## src/sv/esc_pkg.sv

```systemverilog
// ============================================================================
// esc_pkg
// Shared types, constants and helpers of the environment-sensor compensation.
// ============================================================================
package esc_pkg;

    localparam int QDEPTH = 4;
    localparam int QAW    = 2;

    typedef enum logic [2:0] {
        REG_TEMP     = 3'd0,
        REG_PRESS_LO = 3'd1,
        REG_PRESS_HI = 3'd2,
        REG_MIXED    = 3'd3,
        REG_HUMID    = 3'd4
    } reg_idx_t;

    // Temperature results and raw pressure and humidity handed from front to back.
    typedef struct packed {
        logic [31:0] t_fine;
        logic [31:0] temp;
        logic [19:0] raw_p;
        logic [15:0] raw_h;
    } front_word_t;

    // Wrapping 32-bit product.
    function automatic logic [31:0] mul32(input logic [31:0] a, input logic [31:0] b);
        logic [63:0] p;
        p = a * b;
        return p[31:0];
    endfunction

    function automatic logic [31:0] sx16(input logic [15:0] v);
        return {{16{v[15]}}, v};
    endfunction

endpackage

```

## src/sv/esc_front.sv

```systemverilog
// ============================================================================
// esc_front
// Input stage: temperature compensation and fine-temperature term, 3 stages.
// ============================================================================
module esc_front import esc_pkg::*; (
    input  logic        aclk,
    input  logic        aresetn,
    input  logic        en,
    input  logic        in_valid,
    input  logic [19:0] raw_t,
    input  logic [19:0] raw_p,
    input  logic [15:0] raw_h,
    input  logic [47:0] temp_calib,
    output logic        out_valid,
    output logic [2:0]  stage_valid,
    output front_word_t out_word
);
    logic [31:0] t1, t2, t3;
    logic [31:0] rt, d;
    logic [2:0]  v_reg;
    logic [31:0] m1_reg, dd_reg;
    logic [31:0] v1_reg, m2_reg;
    logic [19:0] p0_reg, p1_reg, p2_reg;
    logic [15:0] h0_reg, h1_reg, h2_reg;
    logic [31:0] tf_reg, temp_reg, tf;

    assign t1 = {16'd0, temp_calib[15:0]};
    assign t2 = sx16(temp_calib[31:16]);
    assign t3 = sx16(temp_calib[47:32]);
    assign rt = {12'd0, raw_t};
    assign d  = (rt >> 4) - t1;
    assign tf = v1_reg + $unsigned($signed(m2_reg) >>> 14);

    always_ff @(posedge aclk) begin
        if (!aresetn) begin
            v_reg <= '0;
        end else if (en) begin
            v_reg <= {v_reg[1:0], in_valid};
        end
    end

    always_ff @(posedge aclk) begin
        if (en) begin
            m1_reg   <= mul32((rt >> 3) - (t1 << 1), t2);
            dd_reg   <= mul32(d, d);
            p0_reg   <= raw_p;
            h0_reg   <= raw_h;
            v1_reg   <= $unsigned($signed(m1_reg) >>> 11);
            m2_reg   <= mul32($unsigned($signed(dd_reg) >>> 12), t3);
            p1_reg   <= p0_reg;
            h1_reg   <= h0_reg;
            tf_reg   <= tf;
            temp_reg <= $unsigned($signed(mul32(tf, 32'd5) + 32'd128) >>> 8);
            p2_reg   <= p1_reg;
            h2_reg   <= h1_reg;
        end
    end

    assign out_valid   = v_reg[2];
    assign stage_valid = v_reg;
    assign out_word  = '{t_fine: tf_reg, temp: temp_reg, raw_p: p2_reg, raw_h: h2_reg};
endmodule

```

## config.mk

```make
export PLATFORM = sky130hd
export DESIGN_NAME = esc_front
export DESIGN_NICKNAME = d
export VERILOG_FILES = /design/src/sv/esc_pkg.sv /design/src/sv/esc_front.sv
export SDC_FILE = /design/constraint.sdc
export NUM_CORES = 2
export LEC_CHECK = 0
export BUFFER_PORTS_ARGS = -buffer_cell sky130_fd_sc_hd__buf_2
export CAP_MARGIN = 30
export CORE_MARGIN = 2
export CORE_UTILIZATION = 40
export CTS_CLUSTER_DIAMETER = 50
export DETAILED_ROUTE_END_ITERATION = 6
export GPL_TIMING_DRIVEN = 0
export REMOVE_ABC_BUFFERS = 1
export SETUP_SLACK_MARGIN = 0.2
export SLEW_MARGIN = 20
export SYNTH_ARGS = -nofsm -noshare
export SYNTH_HDL_FRONTEND = slang
export SYNTH_SLANG_ARGS = --single-unit
```

## constraint.sdc

```tcl
create_clock -name aclk -period 11.7 [get_ports aclk]
set_clock_uncertainty 0.2 [all_clocks]
set_input_delay 2.34 -clock aclk [delete_from_list [all_inputs] [get_ports aclk]]
set_output_delay 2.34 -clock aclk [all_outputs]
set_load 0.03 [all_outputs]
```

==> summary.txt <==
Yosys
  • Dominant synthesized flop cell: edfxtp_1
  • Adder-cell area share of the yosys netlist: 0.522
  • Multiplexer share of the synthesized area: 0.00105
  • Main combinational cell family by area after synthesis: adder cells
  • Post-synthesis register bit count: between 200 and 250
  • Unique masters post-synth: 76
  • Register area share after synthesis: 0.180
  • Yosys top cell area share: 0.416
  • Synth warn: 0
  • Async SR Flop Fraction: 0
  • Ranking of synthesized cells by area: fa_1, edfxtp_1, ha_1, inv_1, nand2_1
  • Synth Area in Compound Gates: 0.0423
  • Post-Synth Simple-Gate Area: 0.112
  • Synth area leader: fa_1
  • Synth Instances: approximately 3800
  • Syn Std Cell Area: around 39000 sq um
  • Post-Synth XOR/XNOR Area: 0.0341
  • Most common cell in the netlist: inv_1
  • Syn avg cell area: 10.3 sq um
  • Post-synth EDFFs: 234
  • Post-synth top cells: inv_1, fa_1, nand2_1

Clock tree
  • Root Buffer: clkbuf_16
  • PostCTS Resize Cnt: 0
  • CTS Buffer Depth: 3
  • H-tree depth: 1
  • CTS buffer count: 30
  • Clock transition at path regs: 0.06 ns
  • CTS tree: yes
  • Clk_lat worst skew: a little under 0.6 ns
  • Hold buffer count at CTS: 0
  • Postcts setup bufs: 0
  • # clock sinks: roughly 240

Place
  • DP Area: between 40000 and 50000 sq um
  • Place WS: -0.0659 ns
  • Hpwl dp: 71.3 mm
  • Placed insts: roughly 5200
  • Buffers on Ports: 208
  • Final RePlAce weighted congestion: 0.819

Setup path
  • CP required: around 12 ns
  • Crit path DAT: between 10 and 15 ns
  • CP max FO: 29
  • Critical path endpoint category: flip-flop
  • CP max stage cell: fa_1
  • Largest delay contributor family on the critical path: adder cells
  • Critical path class: input pin to flip-flop
  • WP buf/inv: 8
  • Reg-to-reg slack, setup: 4.64 ns
  • Max stage delay on crit path: roughly 0.53 ns
  • Startpoint Class: input pin

Timing
  • RSZ-0062 raised after global routing: no
  • Fin crit period: 11.02 ns
  • Relative slew margins: 0.416
  • Slew Limit Fails: 0
  • Final Setup Violations: 0
  • Hold Vio Cnt, Final: 0
  • Tcrit/Tclk final: 0.942
  • WHS: ~0.21 ns
  • Worst-margin pin slew: approximately 0.87 ns
  • Worst Setup Slack, final: just under 0.7 ns
  • Fmax: between 0.09 and 0.1 GHz

Finish
  • Register Area: around 7100 sq um
  • P&R area growth vs syn: 8.79%
  • Finished Layout Cells: ~5300
  • Share of cells above drive strength 1: 0.0802
  • Multi-input gate area: about 28000 sq um
  • Post-route cell area: 42800 sq um
  • Layout net count: 5212
  • Max reg flops: 24
  • FILL cells: 9443

GRT
  • Global route overflow: 0
  • Initial antenna violation count: 1
  • Global-route wire length before repair: 149 mm
  • Largest net degree at the start of global routing: slightly below 100
  • Vias in the first global route: roughly 28000
  • GRT Total Usage: 0.186

Floorplanning
  • Area of the core: 98000 sq um
  • Die area: approximately 100000 sq um
  • Width of the die: 318 microns
  • I/O pins: between 200 and 250
  • DIE HEIGHT: about 320 microns
  • Initial Util: 0.402
  • Row count: around 120

Detailed routing
  • Vias post-DR: 25400
  • WL final: ~90 mm
  • Via density: slightly below 5
  • Antenna-violating nets left: 0
  • Routed length per instance: between 15 and 20 microns
  • Initial DRT Pass Iterations: 5
  • First DRT Iteration DRCs: about 1500
  • Number of remaining DRC errors: 0

Status
  • Outcome: complete, no violations

Worst hold path
  • Hold Crit Class: flip-flop to flip-flop

Run
  • Max_cap viols: 0
final timing paths:
path | from | to | cells past startpoint
setup / recovery | temp_calib[1] | dd_reg[31] | 32
hold / removal | p0_reg[13] | p1_reg[13] | 0
setup reg to reg | dd_reg[22] | m2_reg[28] | 22
hold reg to reg | p0_reg[13] | p1_reg[13] | 0
per-stage QoR:
step                      setup TNS, ns  utilization
after floorplan                       0            -
after global placement           -33.05        0.422
after detailed placement        -0.0659        0.426
after CTS                             0        0.437
after global routing                  0        0.437
final                                 0        0.437
layout by cell type, fill, tap and decap left out, types with 37 or more instances in the layout:
cell type,n
edfxtp_1,234
xor2_1,37
fa_1,817
buf_2,207
xnor2_1,103
nor2_1,146
nand2_1,443
inv_1,964
ha_1,331
and2_1,218
a21o_1,37
a21oi_1,66
worst register-to-register path: stages, from the launching register on:
cell      delay (ns)
edfxtp_1        0.85
nand2_1         0.18
fa_1            0.58
inv_1           0.06
fa_1            0.53
inv_1           0.05
fa_1            0.47
fa_1            0.55
inv_1           0.05
fa_1            0.48
inv_1           0.06
fa_1            0.50
inv_1           0.05
ha_1            0.25
a21o_1          0.21
a21o_1          0.17
a21oi_1         0.20
o21ai_0         0.20
o21ai_2         0.32
nor2_1          0.11
or4_4           0.54
a21oi_2         0.16
xnor2_1         0.08
metal layers:
layer,GRT usage,vias to the layer above,routed length (microns)
met4,0.0435,0,2090
met1,0.247,13000,38600
li1,-,11700,-
met3,0.0284,118,5260
met2,0.320,609,43900
met5,0,-,0
kinds of logic (layout without fill, tap and decap cells):
logic type / count (synthesis) / in the layout
AOI/OAI and AO/OA: 243 / 243
xor gates and xnor gates: 148 / 148
adders and majority gates: 1150 / 1150
buffers and inverters: 1114 / 1255
DFF: 237 / 237
muxes: 4 / 4
other: 0 / 1
and+or+nand+nor: 941 / 941
layout make-up:
cell class | count | area share
Clock buffer | 31 | 0.0176
Clock inverter | 25 | 0.00672
Timing Repair Buffer | 223 | 0.0314
Sequential cell | 237 | 0.166
Inverter | 976 | 0.0857
Multi-Input combinational cell | 2486 | 0.655
Tap cell | 1287 | 0.0376
Antenna cell | 1 | 0.0000584
Power is not shown: default switching activity piles up to over one toggle a cycle in this logic, so the estimate is an artifact.
