[config.mk]
export PLATFORM = sky130hd
export DESIGN_NAME = esc_queue
export DESIGN_NICKNAME = d
export VERILOG_FILES = /design/src/sv/esc_pkg.sv /design/src/sv/esc_queue.sv
export SDC_FILE = /design/constraint.sdc
export NUM_CORES = 1
export LEC_CHECK = 0
export BUFFER_PORTS_ARGS = -buffer_cell sky130_fd_sc_hd__buf_2
export CAP_MARGIN = 20
export CELL_PAD_IN_SITES_DETAIL_PLACEMENT = 0
export CELL_PAD_IN_SITES_GLOBAL_PLACEMENT = 1
export CORE_MARGIN = 5
export CORE_UTILIZATION = 31
export DETAILED_ROUTE_END_ITERATION = 10
export PLACE_DENSITY_LB_ADDON = 0.1
export RECOVER_POWER = 25
export SLEW_MARGIN = 10
export SYNTH_ARGS = -nofsm -noshare
export SYNTH_HDL_FRONTEND = slang
export SYNTH_SLANG_ARGS = --single-unit
[constraint.sdc]
create_clock -name aclk -period 3.3 [get_ports aclk]
set_clock_uncertainty 0.15 [all_clocks]
set_input_delay 0.165 -clock aclk [delete_from_list [all_inputs] [get_ports aclk]]
set_output_delay 0.165 -clock aclk [all_outputs]
set_load 0.1 [all_outputs]
[src/sv/esc_pkg.sv]
// ============================================================================
// esc_pkg
// Shared types, constants and helpers of the environment-sensor compensation.
// ============================================================================
package esc_pkg;

    localparam int QDEPTH = 4;
    localparam int QAW    = 2;

    typedef enum logic [2:0] {
        REG_TEMP     = 3'd0,
        REG_PRESS_LO = 3'd1,
        REG_PRESS_HI = 3'd2,
        REG_MIXED    = 3'd3,
        REG_HUMID    = 3'd4
    } reg_idx_t;

    // Temperature results and raw pressure and humidity handed from front to back.
    typedef struct packed {
        logic [31:0] t_fine;
        logic [31:0] temp;
        logic [19:0] raw_p;
        logic [15:0] raw_h;
    } front_word_t;

    // Wrapping 32-bit product.
    function automatic logic [31:0] mul32(input logic [31:0] a, input logic [31:0] b);
        logic [63:0] p;
        p = a * b;
        return p[31:0];
    endfunction

    function automatic logic [31:0] sx16(input logic [15:0] v);
        return {{16{v[15]}}, v};
    endfunction

endpackage

[src/sv/esc_queue.sv]
// ============================================================================
// esc_queue
// Short FIFO between front and back; stores words in flops.
// ============================================================================
module esc_queue import esc_pkg::*; (
    input  logic        aclk,
    input  logic        aresetn,
    input  logic        push,
    input  front_word_t push_word,
    input  logic        pop,
    output logic        not_empty,
    output front_word_t head,
    output logic [QAW:0] count
);
    front_word_t mem_reg [QDEPTH];
    logic [QAW-1:0] wp_reg, rp_reg;
    logic [QAW:0]   cnt_reg;

    always_ff @(posedge aclk) begin
        if (!aresetn) begin
            wp_reg  <= '0;
            rp_reg  <= '0;
            cnt_reg <= '0;
        end else begin
            if (push) wp_reg <= wp_reg + 1'b1;
            if (pop)  rp_reg <= rp_reg + 1'b1;
            cnt_reg <= cnt_reg + (QAW+1)'(push) - (QAW+1)'(pop);
        end
    end

    always_ff @(posedge aclk) begin
        if (push) mem_reg[wp_reg] <= push_word;
    end

    assign not_empty = cnt_reg != '0;
    assign head      = mem_reg[rp_reg];
    assign count     = cnt_reg;
endmodule

==> flow_metrics.tcl, run 1 <==
set metrics [dict create \
    coreArea_um2 47700 \
    fin_cells 1562 \
    largest_register_ffs 400 \
    p_leak_nw 6.27 \
    synth_largest_area_cell "edfxtp_1" \
    cts_resized 0 \
    period_needed_ps 2630 \
    fillCellCount 4281 \
    syn_inst 564 \
    p_int_mw 9.18 \
    drc 0 \
    first_pass_iters 4 \
    initial_core_util_pct 31.3 \
    holdCritStartpoint "push_word[49]" \
    relSlewSlack_pct 53.7 \
    synth_seq_cells 409 \
    fp.dieW_um 230 \
    viasPerCell 4.55 \
    yosysWarnings 0 \
    antenna_left 0 \
    cts_buffer_depth 3 \
    cts_tree "yes" \
    cp.arrival_ps 2310 \
    synth_edf_count 400 \
    ctsHoldBuffers 103 \
    startpoint_type "register" \
    synth.top_cell.area_share_pct 80.3 \
    power_mw 13.2 \
    grt_max_degree 60 \
    synth_common_cells "edfxtp_1, mux4_2, buf_12, buf_2, dfxtp_1" \
    p_sw_mw 3.98 \
    finalNetCount 1026 \
    syn_nets 675 \
    vias 7109 \
    num_rows 80 \
    place_ws_ps 1190 \
    place_congestion 0.730 \
    io_pins 208 \
    avgSynthCellArea_um2 26.5 \
    timing.critical_path.fanout_max 55 \
    drt-initial-drc-count 278 \
    placedCellCount 1380 \
    die_area_um2 52800 \
    synth_ff_type "edfxtp_1" \
    area_growth_pct 27.2 \
    grt.total_usage_pct 12.5 \
    fin_util_pct 39.9 \
    seq_power_share_pct 45.8 \
    fin_ws_ps 673 \
    crit_type "register to output port" \
    multi_input_comb_area_um2 2490 \
    portBuffers 207 \
    status "completed" \
    ys_seq_area_share_pct 81.5 \
    dpl.hpwl_um 19600 \
    cts_made_buffers 45 \
    cts_setup_buffers 0 \
    grt_first_pass_wirelength_um 49700 \
    post_route_cells_drive_above_1_share_pct 34.2 \
    p_clk_share_pct 34.5 \
    async_flop_share_pct 0 \
    max_freq_mhz 381 \
    combPwrFrac_pct 19.6 \
    hold_class "input pin to register" \
    regArea_um2 12200 \
    clk_pin_slew_worst_paths_ps 60 \
    setup_tns_ps 0 \
    antenna_found_initial 4 \
    tightest_slew_ps 694 \
    grt_pass1_vias 8025 \
    ir_drop_mv 0.547 \
    powerDensity_nw_per_um2 691 \
    wl_per_cell_um 21.2 \
    synth_cell_types 19 \
    insertion_delay_ps 560 \
    post-route-period-util_pct 79.6 \
    rsz0062_at_grt "false" \
    hold_violations 0 \
    synth_area_leaders "edfxtp_1, mux4_2, buf_12" \
    crit_path_end_kind "output port" \
    cts_sinks 409 \
    p_sw_share_pct 30.2 \
    worstReg2RegStart "wp_reg[0]$_SDFFE_PN0P_" \
    wl_um 33100 \
    maxCapViolCount 0 \
    netlist_area_um2 15000 \
    setup-violations-final 0 \
    synth.most_common_cell "edfxtp_1" \
    die_y_um 230 \
    gr-total-overflow 0 \
    htreeDepth 2 \
    required_ps 2980 \
    cts-root-buf "clkbuf_16" \
    drv_slew 0 \
]
[power groups by stage]
stage / Clock, mW / Combinational [mW] / Sequential, mW
final: 4.54 / 2.59 / 6.03
after global routing: 4.94 / 2.69 / 6.05
after CTS: 4.74 / 2.65 / 6.04
after detailed placement: 0 / 2.54 / 6.14
after global placement: 0 / 2.52 / 6.13
after floorplan: 0 / 1.99 / 6.20
[logic make-up (layout without fill, tap and decap cells)]
| logic type | Yosys count | after routing | synth area share (%) |
|---|---|---|---|
| AO/OA/AOI/OAI | 2 | 2 | 0.100 |
| XOR/XNOR | 3 | 3 | 0.276 |
| adder cells (fa/ha/maj) | 7 | 7 | 0.635 |
| buffers and inverters | 29 | 411 | 1.95 |
| flip-flops | 409 | 409 | 81.5 |
| multiplexers | 101 | 101 | 15.1 |
| other | 0 | 1 | 0 |
| AND/OR/NAND/NOR | 13 | 13 | 0.468 |
[area by class of cell]
| class | count | area share [%] |
|---|---|---|
| multi-input combinational | 126 | 13.1 |
| sequential | 409 | 64.1 |
| inverter | 7 | 0.138 |
| clock buffer | 59 | 6.30 |
| tap | 615 | 4.04 |
| timing repair buffer | 326 | 11.7 |
| antenna | 1 | 0.0131 |
| clock inverter | 19 | 0.677 |
[critical path, cell delays in order (launching register included)]
cell and delay [ps]:
dfxtp_4 370, buf_12 400, mux4_2 630, buf_2 330
[routing by layer]
metal / GRT usage, % / share of wire, % / vias up
met1: 15.4 / 41 / 3737
li1: - / - / 3133
met5: 0 / 0.10 / -
met3: 2.99 / 5.6 / 56
met4: 4.07 / 2.3 / 6
met2: 21.8 / 51 / 177
[cell usage in the layout, fill, tap and decap left out, types with 2 or more instances in the layout]
master,instances
buf_4,7
clkinv_2,2
and2_4,4
and2_1,2
clkinvlp_4,3
buf_12,9
xnor2_1,2
ha_1,6
dfxtp_1,7
inv_1,7
dfxtp_4,2
nor2_1,5
clkinv_1,11
buf_2,147
mux4_2,100
edfxtp_1,400
clkbuf_1,73
clkbuf_16,46
dlygate4sd3_1,103
[per-stage QoR]
stage | hold WS (ps) | cell area, µm²
finish | 228 | 19000
global placement | 224 | 16800
detailed placement | 231 | 16800
global route | 227 | 19000
floorplan | 114 | 15000
CTS | 160 | 19100
[worst paths after layout]
path | end | slack, ps | cells past startpoint
max | head[5] | 670 | 3
min | mem_reg[0][49]$_DFFE_PP_ | 230 | 2
max reg2reg | mem_reg[3][91]$_DFFE_PP_ | 1240 | 3
min reg2reg | register | 400 | 2
No activity file was read; power rests on OpenSTA's default activity.
==> run 2: changes to the inputs <==
- clock period: 3.3 -> 2.2 ns (I/O delays scaled with it)
==> run 2 against run 1 <==
The run now ends with setup timing left. Core utilization is 3.7 points higher. Global-route usage grew 0.35 points. Largest power group unchanged. Critical endpoint is now head[66]. Register-to-register slack worse by 930 ps. Sequential cell count did not move. Highest routed layer is now met4. Wire length grew 2.7%. Count of clock-buffer cells in the layout decreased by 3. Design area grew 9.2%.
==> flow_metrics.tcl, run 2 (synthesis gave the netlist of run 1 again) <==
set metrics [dict create \
    status "finished, violations left" \
    violations "setup timing" \
    diodes 0 \
    fp.dieW_um 230 \
    antenna_found_initial 0 \
    drt-initial-drc-count 366 \
    grt_pass1_vias 8155 \
    timing.critical_path.fanout_max 10 \
    insertion_delay_ps 560 \
    p_int_mw 14.6 \
    p_sw_share_pct 29.7 \
    drc 0 \
    crit_path_end_kind "output port" \
    p_leak_nw 6.98 \
    viasPerCell 4.53 \
    ir_drop_mv 0.764 \
    required_ps 1940 \
    period_needed_ps 2330 \
    placed_area_um2 17700 \
    initial_core_util_pct 31.3 \
    finalNetCount 1052 \
    p_sw_mw 6.16 \
    io_pins 208 \
    htreeDepth 2 \
    portBuffers 207 \
    wl_um 34000 \
    coreArea_um2 47700 \
    relSlewSlack_pct 64.8 \
    post_route_cells_drive_above_1_share_pct 36.8 \
    fin_cells 1590 \
    dpl.hpwl_um 20200 \
    tightest_slew_ps 528 \
    setup-violations-final 100 \
    power_mw 20.7 \
    grt.total_usage_pct 12.8 \
    post-route-period-util_pct 106 \
    final_cell_area_um2 20800 \
    cts_made_buffers 44 \
    place_congestion 0.706 \
    grt_max_degree 72 \
    die_area_um2 52800 \
    antenna_left 0 \
    gr-total-overflow 0 \
    cts_tree "yes" \
    first_pass_iters 4 \
    powerDensity_nw_per_um2 998 \
    hold_class "input pin to register" \
    crit_type "register to output port" \
    num_rows 80 \
    wl_per_cell_um 21.4 \
    combPwrFrac_pct 23.5 \
    rsz0062_at_grt "true" \
    fillCellCount 4137 \
    die_y_um 230 \
    placedCellCount 1389 \
    vias 7200 \
    cp.arrival_ps 2070 \
    seq_power_share_pct 43.6 \
    cts_buffer_depth 3 \
    grt_first_pass_wirelength_um 50900 \
    final_common_cell "edfxtp_1" \
    cts-root-buf "clkbuf_16" \
    fin_ws_ps -128 \
    final_cell_mix "edfxtp_1, dlygate4sd3_1, mux4_2" \
    startpoint_type "register" \
    maxCapViolCount 0 \
    area_growth_pct 38.9 \
    clk_pin_slew_worst_paths_ps 60 \
    largest_register_ffs 400 \
    drv_slew 0 \
    max_freq_mhz 430 \
    cts_sinks 409 \
    hold_violations 0 \
    p_clk_share_pct 32.8 \
]
[run 2: changes by cell type in the layout (fill, tap and decap cells not counted), moves of 2 or more]
cell / before / now
buf_12: 9 / 72
buf_16: 0 / 11
buf_2: 147 / 53
buf_4: 7 / 9
buf_6: 0 / 40
buf_8: 0 / 6
clkbuf_1: 73 / 66
clkinv_2: 2 / 6
clkinvlp_4: 3 / 0
[run 2: layout make-up]
class | instances | area, µm² | area share (%)
clock buffers | 56 | 1150 | 5.51
clock inverters | 24 | 189 | 0.909
inverters | 7 | 26.3 | 0.126
multi-input cells | 126 | 2490 | 12.0
flip-flops and latches | 409 | 12200 | 58.7
well taps | 615 | 769 | 3.70
repair buffers | 353 | 3970 | 19.1
[run 2: repair_timing]
item                       4_1_cts  5_1_grt
hold endpoints to repair       409        0
buffers inserted                 6        1
setup endpoints to repair      100       99
gates cloned                     7        3
gates resized for setup        123        7
hold buffers                   104        0
[run 2: power by group through the flow]
stage / logic (mW) / clock network, mW / registers (mW)
6_report: 4.88 / 6.81 / 9.05
5_1_grt: 5.06 / 7.40 / 9.07
4_1_cts: 4.93 / 7.04 / 9.06
3_5_place_dp: 4.37 / 0 / 9.22
3_3_place_gp: 4.34 / 0 / 9.20
2_1_floorplan: 2.99 / 0 / 9.30
[run 2: path summary, 6_finish.rpt]
path	startpoint	endpoint	slack (ps)	cells past startpoint
hold / removal	push_word[37]	mem_reg[3][37]$_DFFE_PP_	180	2
hold reg to reg	rp_reg[1]$_SDFFE_PN0P_	register	380	2
setup reg to reg	count[0]$_SDFF_PN0_	count[0]$_SDFF_PN0_	310	6
setup / recovery	register	head[66]	-130	4
[run 2: through the flow]
step / TNS [ps] / util, % / hold slack [ps] / setup WS, ps
finish: -8610 / 43.6 / 178 / -128
global placement: 0 / 37.1 / 168 / 282
floorplan: 0 / - / 58.9 / 96.7
detailed placement: 0 / 37.1 / 178 / 263
CTS: -15530 / 43.5 / 81.0 / -228
global route: -17030 / 43.6 / 165 / -209
[run 2: worst max-delay path, stage by stage, from the launching register on]
cell and delay, ps:
dfxtp_4 380, buf_12 180, buf_12 170, mux4_2 560, buf_12 190
[run 2: metal layers]
metal / part of all wire, % / up-vias / track usage (%)
li1: - / 3197 / -
met1: 40 / 3780 / 15.2
met2: 53 / 169 / 23.2
met3: 4.6 / 54 / 2.75
met4: 2.5 / 0 / 4.35
met5: 0 / - / 0
